## config.mk

```make
export PLATFORM = sky130hd
export DESIGN_NAME = command_packet_receiver
export DESIGN_NICKNAME = d
export VERILOG_FILES = /design/src/rtl/core/cpr_pkg.sv /design/src/rtl/core/cpr_parser.sv /design/src/rtl/core/command_packet_receiver.sv
export SDC_FILE = /design/constraint.sdc
export NUM_CORES = 1
export LEC_CHECK = 0
export CAP_MARGIN = 20
export CORE_MARGIN = 1
export CORE_UTILIZATION = 29
export CTS_BUF_LIST = sky130_fd_sc_hd__clkbuf_4 sky130_fd_sc_hd__clkbuf_8 sky130_fd_sc_hd__clkbuf_16
export CTS_CLUSTER_SIZE = 25
export DETAILED_ROUTE_END_ITERATION = 10
export DONT_BUFFER_PORTS = 1
export SYNTH_ARGS = -nofsm -noshare
export SYNTH_HDL_FRONTEND = slang
export SYNTH_SLANG_ARGS = --single-unit
```

## constraint.sdc

```tcl
create_clock -name i_clk -period 5.9 [get_ports i_clk]
set_clock_uncertainty 0.1 [all_clocks]
set_input_delay 0.885 -clock i_clk [delete_from_list [all_inputs] [get_ports i_clk]]
set_output_delay 0.885 -clock i_clk [all_outputs]
set_load 0.005 [all_outputs]
```

## src/rtl/core/cpr_pkg.sv

```systemverilog
`default_nettype none

package cpr_pkg;

    // Reflected CRC-8 polynomial as applied before each right shift
    localparam logic [7:0] CRC_POLY = 8'h91;

    // Receive phases
    localparam logic [1:0] PH_HUNT = 2'd0;
    localparam logic [1:0] PH_TYPE = 2'd1;
    localparam logic [1:0] PH_BODY = 2'd2;

    // Packet types
    localparam logic [1:0] KIND_MODE = 2'd1;
    localparam logic [1:0] KIND_GAIN = 2'd2;
    localparam logic [1:0] KIND_SET  = 2'd3;

    // Operating mode classes
    localparam logic [1:0] MODE_SAFE  = 2'd1;
    localparam logic [1:0] MODE_PANIC = 2'd2;

    // Event codes
    localparam logic [2:0] EV_NONE     = 3'd0;
    localparam logic [2:0] EV_MODE_OK  = 3'd1;
    localparam logic [2:0] EV_GAIN_OK  = 3'd2;
    localparam logic [2:0] EV_SET_OK   = 3'd3;
    localparam logic [2:0] EV_CRC_FAIL = 3'd4;
    localparam logic [2:0] EV_IGNORED  = 3'd5;
    localparam logic [2:0] EV_BAD_TYPE = 3'd6;

    typedef struct packed {
        logic [7:0] rx_byte;
        logic [1:0] mode_class;
    } t_in;

    typedef struct packed {
        logic [2:0] event_res;
        logic [7:0] mode_request;
        logic [7:0] toggle_request;
        logic [7:0] gain_p;
        logic [7:0] gain_p1;
        logic [7:0] gain_p2;
        logic [7:0] yaw_target;
        logic [7:0] pitch_target;
        logic [7:0] roll_target;
        logic [7:0] lift_target;
    } t_out;

    typedef logic [3:0][7:0] t_payload;

    // What the parser reports for the byte being taken
    typedef struct packed {
        logic [2:0] ev;
        t_payload   payload;
    } t_parse_res;

    // Parser state, exposed for checking
    typedef struct packed {
        logic [1:0] phase;
        logic [1:0] kind;
        logic [2:0] left;
    } t_parse_st;

    // One byte through the CRC, one bit per step
    function automatic logic [7:0] crc8_step(input logic [7:0] crc, input logic [7:0] b);
        logic [7:0] c;
        c = crc ^ b;
        for (int k = 0; k < 8; k++) begin
            if (c[0]) begin
                c = c ^ CRC_POLY;
            end
            c = c >> 1;
        end
        return c;
    endfunction

endpackage

`default_nettype wire

```

## src/rtl/core/cpr_parser.sv

```systemverilog
`default_nettype none

module cpr_parser (
    input  wire logic                i_clk,
    input  wire logic                i_rst_n,
    input  wire logic                i_step,
    input  wire logic [7:0]          i_byte,
    input  wire logic [1:0]          i_mode,
    input  wire logic [7:0]          i_header,
    output cpr_pkg::t_parse_res      o_res,
    output cpr_pkg::t_parse_st       o_status
);
    import cpr_pkg::*;

    logic [1:0] r_phase, n_phase;
    logic [1:0] r_kind, n_kind;
    logic [2:0] r_left, n_left;
    logic [7:0] r_crc, n_crc;
    t_payload   r_payload;
    logic       n_pay_we;
    logic [2:0] w_idx;
    logic [7:0] w_crc_body;
    logic [2:0] n_ev;
    logic       w_panic, w_safe;

    assign w_panic    = (i_mode == MODE_PANIC);
    assign w_safe     = (i_mode == MODE_SAFE);
    assign w_idx      = {1'b0, r_kind} + 3'd2 - r_left;
    assign w_crc_body = crc8_step(r_crc, i_byte);

    always_comb begin
        n_phase  = r_phase;
        n_kind   = r_kind;
        n_left   = r_left;
        n_crc    = r_crc;
        n_pay_we = 1'b0;
        n_ev     = EV_NONE;
        unique case (r_phase)
            PH_TYPE: begin
                if (i_byte >= 8'd1 && i_byte <= 8'd3) begin
                    n_kind  = i_byte[1:0];
                    n_left  = {1'b0, i_byte[1:0]} + 3'd2;
                    n_crc   = crc8_step(r_crc, i_byte);
                    n_phase = PH_BODY;
                end else begin
                    n_ev    = EV_BAD_TYPE;
                    n_phase = PH_HUNT;
                end
            end
            PH_BODY: begin
                n_crc = w_crc_body;
                if (r_left > 3'd1) begin
                    n_pay_we = 1'b1;
                    n_left   = r_left - 3'd1;
                end else begin
                    n_left  = 3'd0;
                    n_phase = PH_HUNT;
                    // mode check only after a good residue
                    if (w_crc_body != 8'd0) begin
                        n_ev = EV_CRC_FAIL;
                    end else if (r_kind == KIND_MODE) begin
                        n_ev = w_panic ? EV_IGNORED : EV_MODE_OK;
                    end else if (w_panic || w_safe) begin
                        n_ev = EV_IGNORED;
                    end else if (r_kind == KIND_GAIN) begin
                        n_ev = EV_GAIN_OK;
                    end else begin
                        n_ev = EV_SET_OK;
                    end
                end
            end
            default: begin
                // hunting, and the unused phase code
                n_phase = PH_HUNT;
                if (i_byte == i_header) begin
                    n_crc   = crc8_step(8'd0, i_byte);
                    n_phase = PH_TYPE;
                end
            end
        endcase
    end

    always_ff @(posedge i_clk) begin
        if (!i_rst_n) begin
            r_phase <= PH_HUNT;
            r_kind  <= 2'd0;
            r_left  <= 3'd0;
            r_crc   <= 8'd0;
        end else if (i_step) begin
            r_phase <= n_phase;
            r_kind  <= n_kind;
            r_left  <= n_left;
            r_crc   <= n_crc;
        end
    end

    always_ff @(posedge i_clk) begin
        if (i_step && n_pay_we) begin
            r_payload[w_idx[1:0]] <= i_byte;
        end
    end

    assign o_res.ev      = n_ev;
    assign o_res.payload = r_payload;

    assign o_status.phase = r_phase;
    assign o_status.kind  = r_kind;
    assign o_status.left  = r_left;

endmodule

`default_nettype wire

```

## src/rtl/core/command_packet_receiver.sv

```systemverilog
`default_nettype none

// Channel   Direction  Handshake                    Payload
// in        input      i_in_valid / o_in_ready      i_in  (t_in: rx_byte, mode_class)
// out       output     o_out_valid / i_out_ready    o_out (t_out: event_res, held bytes)
// cfg       input      i_cfg_valid / o_cfg_ready    i_cfg_data (header byte)
//
// One item in, one item out. An item taken at an edge has its result in the
// output register after that same edge, and one item can be taken every
// cycle while o_in_ready is high; the CRC byte step and the phase logic
// sit between the parser state and the output register.
// o_in_ready is high while the output register is empty or being emptied,
// so a stalled consumer stalls the input after exactly one held result.
// Reset (synchronous, active low) puts the parser in hunt, clears the held
// bytes and the header byte, and empties the output register.

module command_packet_receiver (
    input  wire logic          i_clk,
    input  wire logic          i_rst_n,
    input  wire logic          i_in_valid,
    output logic               o_in_ready,
    input  wire cpr_pkg::t_in  i_in,
    output logic               o_out_valid,
    input  wire logic          i_out_ready,
    output cpr_pkg::t_out      o_out,
    input  wire logic          i_cfg_valid,
    output logic               o_cfg_ready,
    input  wire logic [7:0]    i_cfg_data
);
    import cpr_pkg::*;

    logic             r_out_valid;
    logic [2:0]       r_event;
    logic [8:0][7:0]  r_held, n_held;
    logic [7:0]       r_header;
    logic             w_in_acc;
    t_parse_res       w_res;
    t_parse_st        w_st;

    // Accept a new item whenever the result slot is free or drains this cycle
    assign o_in_ready  = !r_out_valid || i_out_ready;
    assign w_in_acc    = i_in_valid && o_in_ready;
    assign o_cfg_ready = 1'b1;

    cpr_parser u_parser (
        .i_clk    (i_clk),
        .i_rst_n  (i_rst_n),
        .i_step   (w_in_acc),
        .i_byte   (i_in.rx_byte),
        .i_mode   (i_in.mode_class),
        .i_header (r_header),
        .o_res    (w_res),
        .o_status (w_st)
    );

    // Copy the collected payload into the held bytes on an accepted packet
    always_comb begin
        n_held = r_held;
        unique case (w_res.ev)
            EV_MODE_OK: begin
                n_held[0] = w_res.payload[0];
                n_held[1] = w_res.payload[1];
            end
            EV_GAIN_OK: begin
                n_held[2] = w_res.payload[0];
                n_held[3] = w_res.payload[1];
                n_held[4] = w_res.payload[2];
            end
            EV_SET_OK: begin
                n_held[5] = w_res.payload[0];
                n_held[6] = w_res.payload[1];
                n_held[7] = w_res.payload[2];
                n_held[8] = w_res.payload[3];
            end
            default: begin
                // no update: hold
            end
        endcase
    end

    always_ff @(posedge i_clk) begin
        if (!i_rst_n) begin
            r_header <= 8'd0;
        end else if (i_cfg_valid) begin
            r_header <= i_cfg_data;
        end
    end

    // Held bytes only move on an accepted item, which also loads the output
    // register, so they always match the item on display.
    always_ff @(posedge i_clk) begin
        if (!i_rst_n) begin
            r_out_valid <= 1'b0;
            r_event     <= EV_NONE;
            r_held      <= '0;
        end else if (w_in_acc) begin
            r_out_valid <= 1'b1;
            r_event     <= w_res.ev;
            r_held      <= n_held;
        end else if (i_out_ready) begin
            r_out_valid <= 1'b0;
        end
    end

    assign o_out_valid          = r_out_valid;
    assign o_out.event_res      = r_event;
    assign o_out.mode_request   = r_held[0];
    assign o_out.toggle_request = r_held[1];
    assign o_out.gain_p         = r_held[2];
    assign o_out.gain_p1        = r_held[3];
    assign o_out.gain_p2        = r_held[4];
    assign o_out.yaw_target     = r_held[5];
    assign o_out.pitch_target   = r_held[6];
    assign o_out.roll_target    = r_held[7];
    assign o_out.lift_target    = r_held[8];

    // In the body the remaining byte count stays within one to five
    a_body_left: assert property (@(posedge i_clk) disable iff (!i_rst_n)
        (w_st.phase == PH_BODY) |-> (w_st.left != 3'd0 && w_st.left <= 3'd5))
        else $error("body phase with bad byte count");

    // A packet body always has a valid type behind it
    a_body_kind: assert property (@(posedge i_clk) disable iff (!i_rst_n)
        (w_st.phase == PH_BODY) |-> (w_st.kind != 2'd0))
        else $error("body phase with no packet type");

    // Held bytes change only after an item that completed a good packet
    a_held_hold: assert property (@(posedge i_clk) disable iff (!i_rst_n)
        !(w_in_acc && (w_res.ev == EV_MODE_OK || w_res.ev == EV_GAIN_OK
                       || w_res.ev == EV_SET_OK)) |=> $stable(r_held))
        else $error("held bytes changed without an accepted packet");

endmodule

`default_nettype wire

```

==> out/metrics.yaml, run 1 <==
status: "finished, final reports clean"
syn_avg_cell_area_um2: 10.36
post_cts_buffers: 0
clk_path_buf_depth: 2
cts_hold_buf: 0
synthFlopType: "dfxtp_1"
io_buffers: 0
switching_share_pct: 22.06
synth_cells: 532
cap_viol_max_count: 0
track_usage_pct: 14.57
synth_area_leader_cell: "dfxtp_1"
area_delta_synth_final_pct: 13.51
p_per_area_mw_per_mm2: 321.0
synth_top_family_by_area: "simple AND/OR/NAND/NOR gates"
place_hpwl_um: 9375
grt_overflow_total: 0
arrival_ps: 3180
clk_latency_ps: 420
synthAdderAreaFrac_pct: 1.362
wl_um: 13560
max-slew-margin-rel_pct: 27.91
syn_nets: 561
setup_violations: 0
fin_crit_sh_pct: 50.99
ys_top_cells_by_area: "dfxtp_1, edfxtp_1, mux2i_1"
antenna_found_initial: 0
nets: 550
finalMaxSlewViolations: 0
syn_area_mm2: 0.005510
ys_ff_latch: 130
fin_crit_ps: 3008
vias: 3734
power.share.combinational_pct: 3.4
rows: 50
ios: 101
crit_required_ps: 6070
layout-drive-gt1-share_pct: 8.427
worstMarginPinSlew_ps: 1072
clk_pin_slew_ps: 60
p_clk_share_pct: 50.8
critPathCaptureType: "register"
vdd_drop_max_v: 0.0001823
synthSimpleGateAreaFrac_pct: 13.67
synthMuxAreaShare_pct: 13.47
yosys_warnings: 0
postRouteAntennaNets: 0
cts_tree: "done"
die_h_um: 139.8
synth_xor_xnor_area_share_pct: 7.221
reg2reg_depth: 7
yosys-top-cells-count: "dfxtp_1, mux2i_1, nand2_1"
critPathKind: "in2reg"
synth_compound_area_share_pct: 7.153
first_pass_iters: 4
initial_core_util_pct: 29.56
p_int_mw: 1.565
gp_congestion: 0.8128
cts_root_buffer: "clkbuf_16"
clock_sinks: 130
dieArea_mm2: 0.01956
seqPwrFrac_pct: 45.8
viasPerCell: 4.862
hold_violations: 0
drtIter0Drc: 180
rsz0062_at_grt: "false"
drc: 0
grt_max_degree: 52
grt_pass1_vias: 3893
min_path_cells: 2
numCtsBuffers: 17
drt-wirelength-per-cell_um: 17.65
cp-start-kind: "input pin"
synth.most_common_cell: "dfxtp_1"
synth_edf_count: 32
power.switching_uw: 442.9
async_flop_share_pct: 0
final_core_util_pct: 33.55
crit_fanout: 16
power_leakage_nw: 2.372
synth_top_area_share_pct: 35.60
synth-seq-area-share_pct: 53.04
postCtsResizedCells: 0
die_x_um: 139.8
layoutNonFillerInstCount: 768
n_fill_cell: 1850
ys_types: 45
placedCellCount: 735
max_freq_mhz: 332.4
num_antenna_cells: 0
grt_pass1_wl_um: 21440
min_path_type: "reg2reg"
tns_ps: 0
h-tree-depth: 4
core-area_mm2: 0.01864
p_total_mw: 2.008
[layer usage]
layer | GRT usage [%] | vias to the layer above | share of wire [%]
met4 | 6.015 | 0 | 1.9
li1 | - | 1797 | -
met5 | 0 | - | 0
met1 | 16.18 | 1798 | 42
met2 | 25.00 | 116 | 50
met3 | 5.471 | 23 | 6.8
[logic make-up after synthesis]
family | count (synthesis)
AO/OA/AOI/OAI | 65
XOR/XNOR | 39
adder cells (fa/ha/maj) | 6
buffers and inverters | 48
flip-flops | 130
multiplexers | 74
other | 1
AND/OR/NAND/NOR | 169
[metrics by stage]
step / instance area (um2) / setup WS (ps) / hold WS [ps]
finish: 6255 / 2892 / 378.8
global route: 6255 / 2763 / 395.0
CTS: 6247 / 2897 / 378.8
detailed placement: 5670 / 2442 / 371.2
global placement: 5670 / 2535 / 361.0
floorplan: 5510 / 2593 / 349.2
[sequential cells by signal (all words and copies together) (netlist names)]
signal,flops
u_parser.o_res,32
o_out_valid,1
u_parser.r_phase,2
u_parser.r_left,3
u_parser.r_kind,2
r_event,3
o_out,72
u_parser.r_crc,7
r_header,8
[cell type report]
cell class,count,area [um2],share of cell area [%]
flip-flops and latches,130,2923,46.73
multi-input cells,354,2372,37.93
clock buffers,21,473.0,7.562
well taps,234,292.8,4.681
clock inverters,11,103.9,1.660
repair buffers,6,45.04,0.7201
inverters,12,45.04,0.7201
[worst paths after layout]
check                                    startpoint         to  slack [ps]
worst max-delay path                        i_in[4]  o_out[66]        2890
worst min-delay path                      o_out[42]  o_out[42]         380
worst max register to register  u_parser.r_phase[0]  o_out[38]        2990
worst min register to register            o_out[42]  o_out[42]         380
[cell usage in the layout, fill, tap and decap left out, types with 3 or more instances in the layout]
cell | Yosys | final
clkbuf_16 | 0 | 18
edfxtp_1 | 32 | 32
ha_1 | 6 | 6
inv_1 | 11 | 11
xnor3_1 | 3 | 3
mux2i_1 | 73 | 73
o21ai_1 | 18 | 18
nand2_1 | 68 | 68
a21oi_1 | 27 | 27
nor4_1 | 6 | 5
nor2_1 | 60 | 60
dfxtp_1 | 98 | 98
xor2_1 | 15 | 15
o211a_1 | 3 | 3
nand2b_1 | 4 | 4
clkbuf_4 | 0 | 3
xnor2_1 | 20 | 20
nand3_1 | 16 | 16
clkinv_4 | 0 | 3
o21ai_0 | 5 | 5
buf_4 | 2 | 6
[worst max-delay path, cell delays in order]
cell	delay (ps)
or4_4	540
o41ai_4	340
nand2_1	230
or4_1	860
o21ai_1	240
a21oi_1	90
[power groups by stage]
stage	Combinational, mW	Clock, mW	Sequential, mW
floorplan	0.0664	0	0.937
global placement	0.0641	0	0.938
detailed placement	0.0672	0	0.938
CTS	0.0675	1.04	0.919
global route	0.0743	1.09	0.919
finish	0.0681	1.02	0.919
Power figures use the tool's default switching activity.
==> run 2, diff against run 1 <==
clock period = 3 ns   (was 5.9 ns; I/O delays follow)
==> run 2 against run 1 <==
Net effect: combinational power up 110%; power rose by 96%; design area is 1.3% higher; via count up 1.9%; global-route usage increased by 0.086 points; sequential share of layout area down 0.61 points; critical path depth rose by 1; core utilization is 0.44 points higher; final cell count rose by 1.2%; count of clock-buffer cells in the layout down 4; first-iteration DRC count grew 12%.
==> out/metrics.yaml, run 2 (synthesized netlist as in run 1, its figures left out) <==
clk_latency_ps: 420  # about the same
final_cell_mix: "dfxtp_1, mux2i_1, nand2_1"
viasPerCell: 4.898  # +0.75%
rsz0062_at_grt: "false"
max-slew-margin-rel_pct: 53.90  # +26 points
vias: 3806  # +1.9%
clock_sinks: 130  # unchanged
cts_hold_buf: 0  # unchanged
postRouteAntennaNets: 0  # unchanged
layout-drive-gt1-share_pct: 9.945  # +1.5 points
crit_required_ps: 3200  # -2870 ps
grt_pass1_wl_um: 21570  # +0.61%
die_h_um: 139.8  # unchanged
grt_pass1_vias: 3935  # +1.1%
min_path_type: "in2reg"
antenna_found_initial: 0  # unchanged
gp_congestion: 0.8725  # +7.3%
wl_um: 13860  # +2.2%
cp-start-kind: "register"
crit_family: "simple AND/OR/NAND/NOR gates"
drt-wirelength-per-cell_um: 17.84  # +1.1%
tns_ps: 0  # unchanged
cap_viol_max_count: 0  # unchanged
nets: 559  # +1.6%
critPathCaptureType: "register"
initial_core_util_pct: 29.56  # unchanged
regArea_mm2: 0.002923  # unchanged
critPathKind: "reg2reg"
power_leakage_nw: 2.420  # +2.0%
layoutNonFillerInstCount: 777  # +1.2%
drc: 0  # unchanged
h-tree-depth: 4  # unchanged
grt_overflow_total: 0  # unchanged
cts_root_buffer: "clkbuf_16"
worstMarginPinSlew_ps: 689.0  # -383.4 ps
first_pass_iters: 5  # +1
vdd_drop_max_v: 0.0003447  # +89%
area_delta_synth_final_pct: 15.01
status: "finished, final reports clean"
slowest_delay_ps: 530  # -330 ps
p_per_area_mw_per_mm2: 619.9  # +93%
n_fill_cell: 1840  # -0.54%
ios: 101  # unchanged
setup_violations: 0  # unchanged
track_usage_pct: 14.66  # +0.086 points
final_common_cell: "dfxtp_1"
drtIter0Drc: 201  # +12%
largest_register_ffs: 72  # unchanged
fin_crit_ps: 2725
core-area_mm2: 0.01864  # unchanged
clk_pin_slew_ps: 60  # about the same
finalMaxSlewViolations: 0  # unchanged
die_x_um: 139.8  # unchanged
fin_crit_sh_pct: 90.83
postPlaceCellArea_mm2: 0.005771  # +1.8%
final_area_mm2: 0.006337  # +1.3%
grt_max_degree: 52  # unchanged
crit_fanout: 24  # +8
dieArea_mm2: 0.01956  # unchanged
path_cells: "xor2_1 -> nor4_1 -> nand2_1 -> o32ai_1 -> or4b_1 -> buf_12 -> mux2i_1"
placedCellCount: 745  # +1.4%
cp_num_buf_inv: 1  # +1
multi_input_area_mm2: 0.002372  # unchanged
place_hpwl_um: 9726  # +3.7%
numCtsBuffers: 17  # unchanged
max_freq_mhz: 367.0
critPathSlowestCell: "or4b_1"
post_cts_buffers: 0  # unchanged
clk_path_buf_depth: 2  # unchanged
io_buffers: 0  # unchanged
num_antenna_cells: 0  # unchanged
hold_violations: 0  # unchanged
reg2reg_setup_slack_ps: 270  # -2720 ps
arrival_ps: 2920  # -260 ps
postCtsResizedCells: 0  # unchanged
rows: 50  # unchanged
cts_tree: "done"
run 2: metal layers:
| metal | GRT usage, % | routed length [um] | vias to the layer above |
|---|---|---|---|
| met1 | 15.20 | 5482 | 1848 |
| met4 | 7.403 | 303 | 0 |
| li1 | - | - | 1821 |
| met3 | 5.231 | 908 | 22 |
| met5 | 0 | 0 | - |
| met2 | 26.05 | 7165 | 115 |
run 2: worst reg2reg max path, cell delays in order (launching register included):
cell,delay (ps)
dfxtp_1,470
xor2_1,110
nor4_1,480
nand2_1,200
o32ai_1,350
or4b_1,530
buf_12,200
mux2i_1,170
run 2: through the flow:
stage	setup WS (ps)	power, mW	utilization (%)	hold WS (ps)
3_3_place_gp	224.0	1.981	30.95	362.6
3_5_place_dp	135.9	1.987	30.95	371.9
6_report	275.0	3.928	33.99	23.03
2_1_floorplan	128.3	1.974	-	349.2
5_1_grt	160.8	4.059	33.99	1.334
4_1_cts	335.2	3.970	33.99	6.783
run 2: cell type report:
cell class	count	share of cell area, %
multi-input combinational	354	37.43
timing repair buffer	15	2.172
inverter	12	0.7108
clock buffer	17	6.713
clock inverter	15	2.231
sequential	130	46.12
tap	234	4.620
run 2: final timing paths:
check               startpoint                 to  cells after the start
max          u_parser.r_crc[2]          o_out[47]                      7
min                    i_in[9]  u_parser.o_res[7]                      0
max reg2reg  u_parser.r_crc[2]          o_out[47]                      7
min reg2reg          o_out[46]          o_out[46]                      2
run 2: power breakdown:
group,internal (mW),switching [mW]
combinational,0.0605,0.0823
clock,1.10,0.880
sequential,1.80,0.00633
total,2.96,0.969
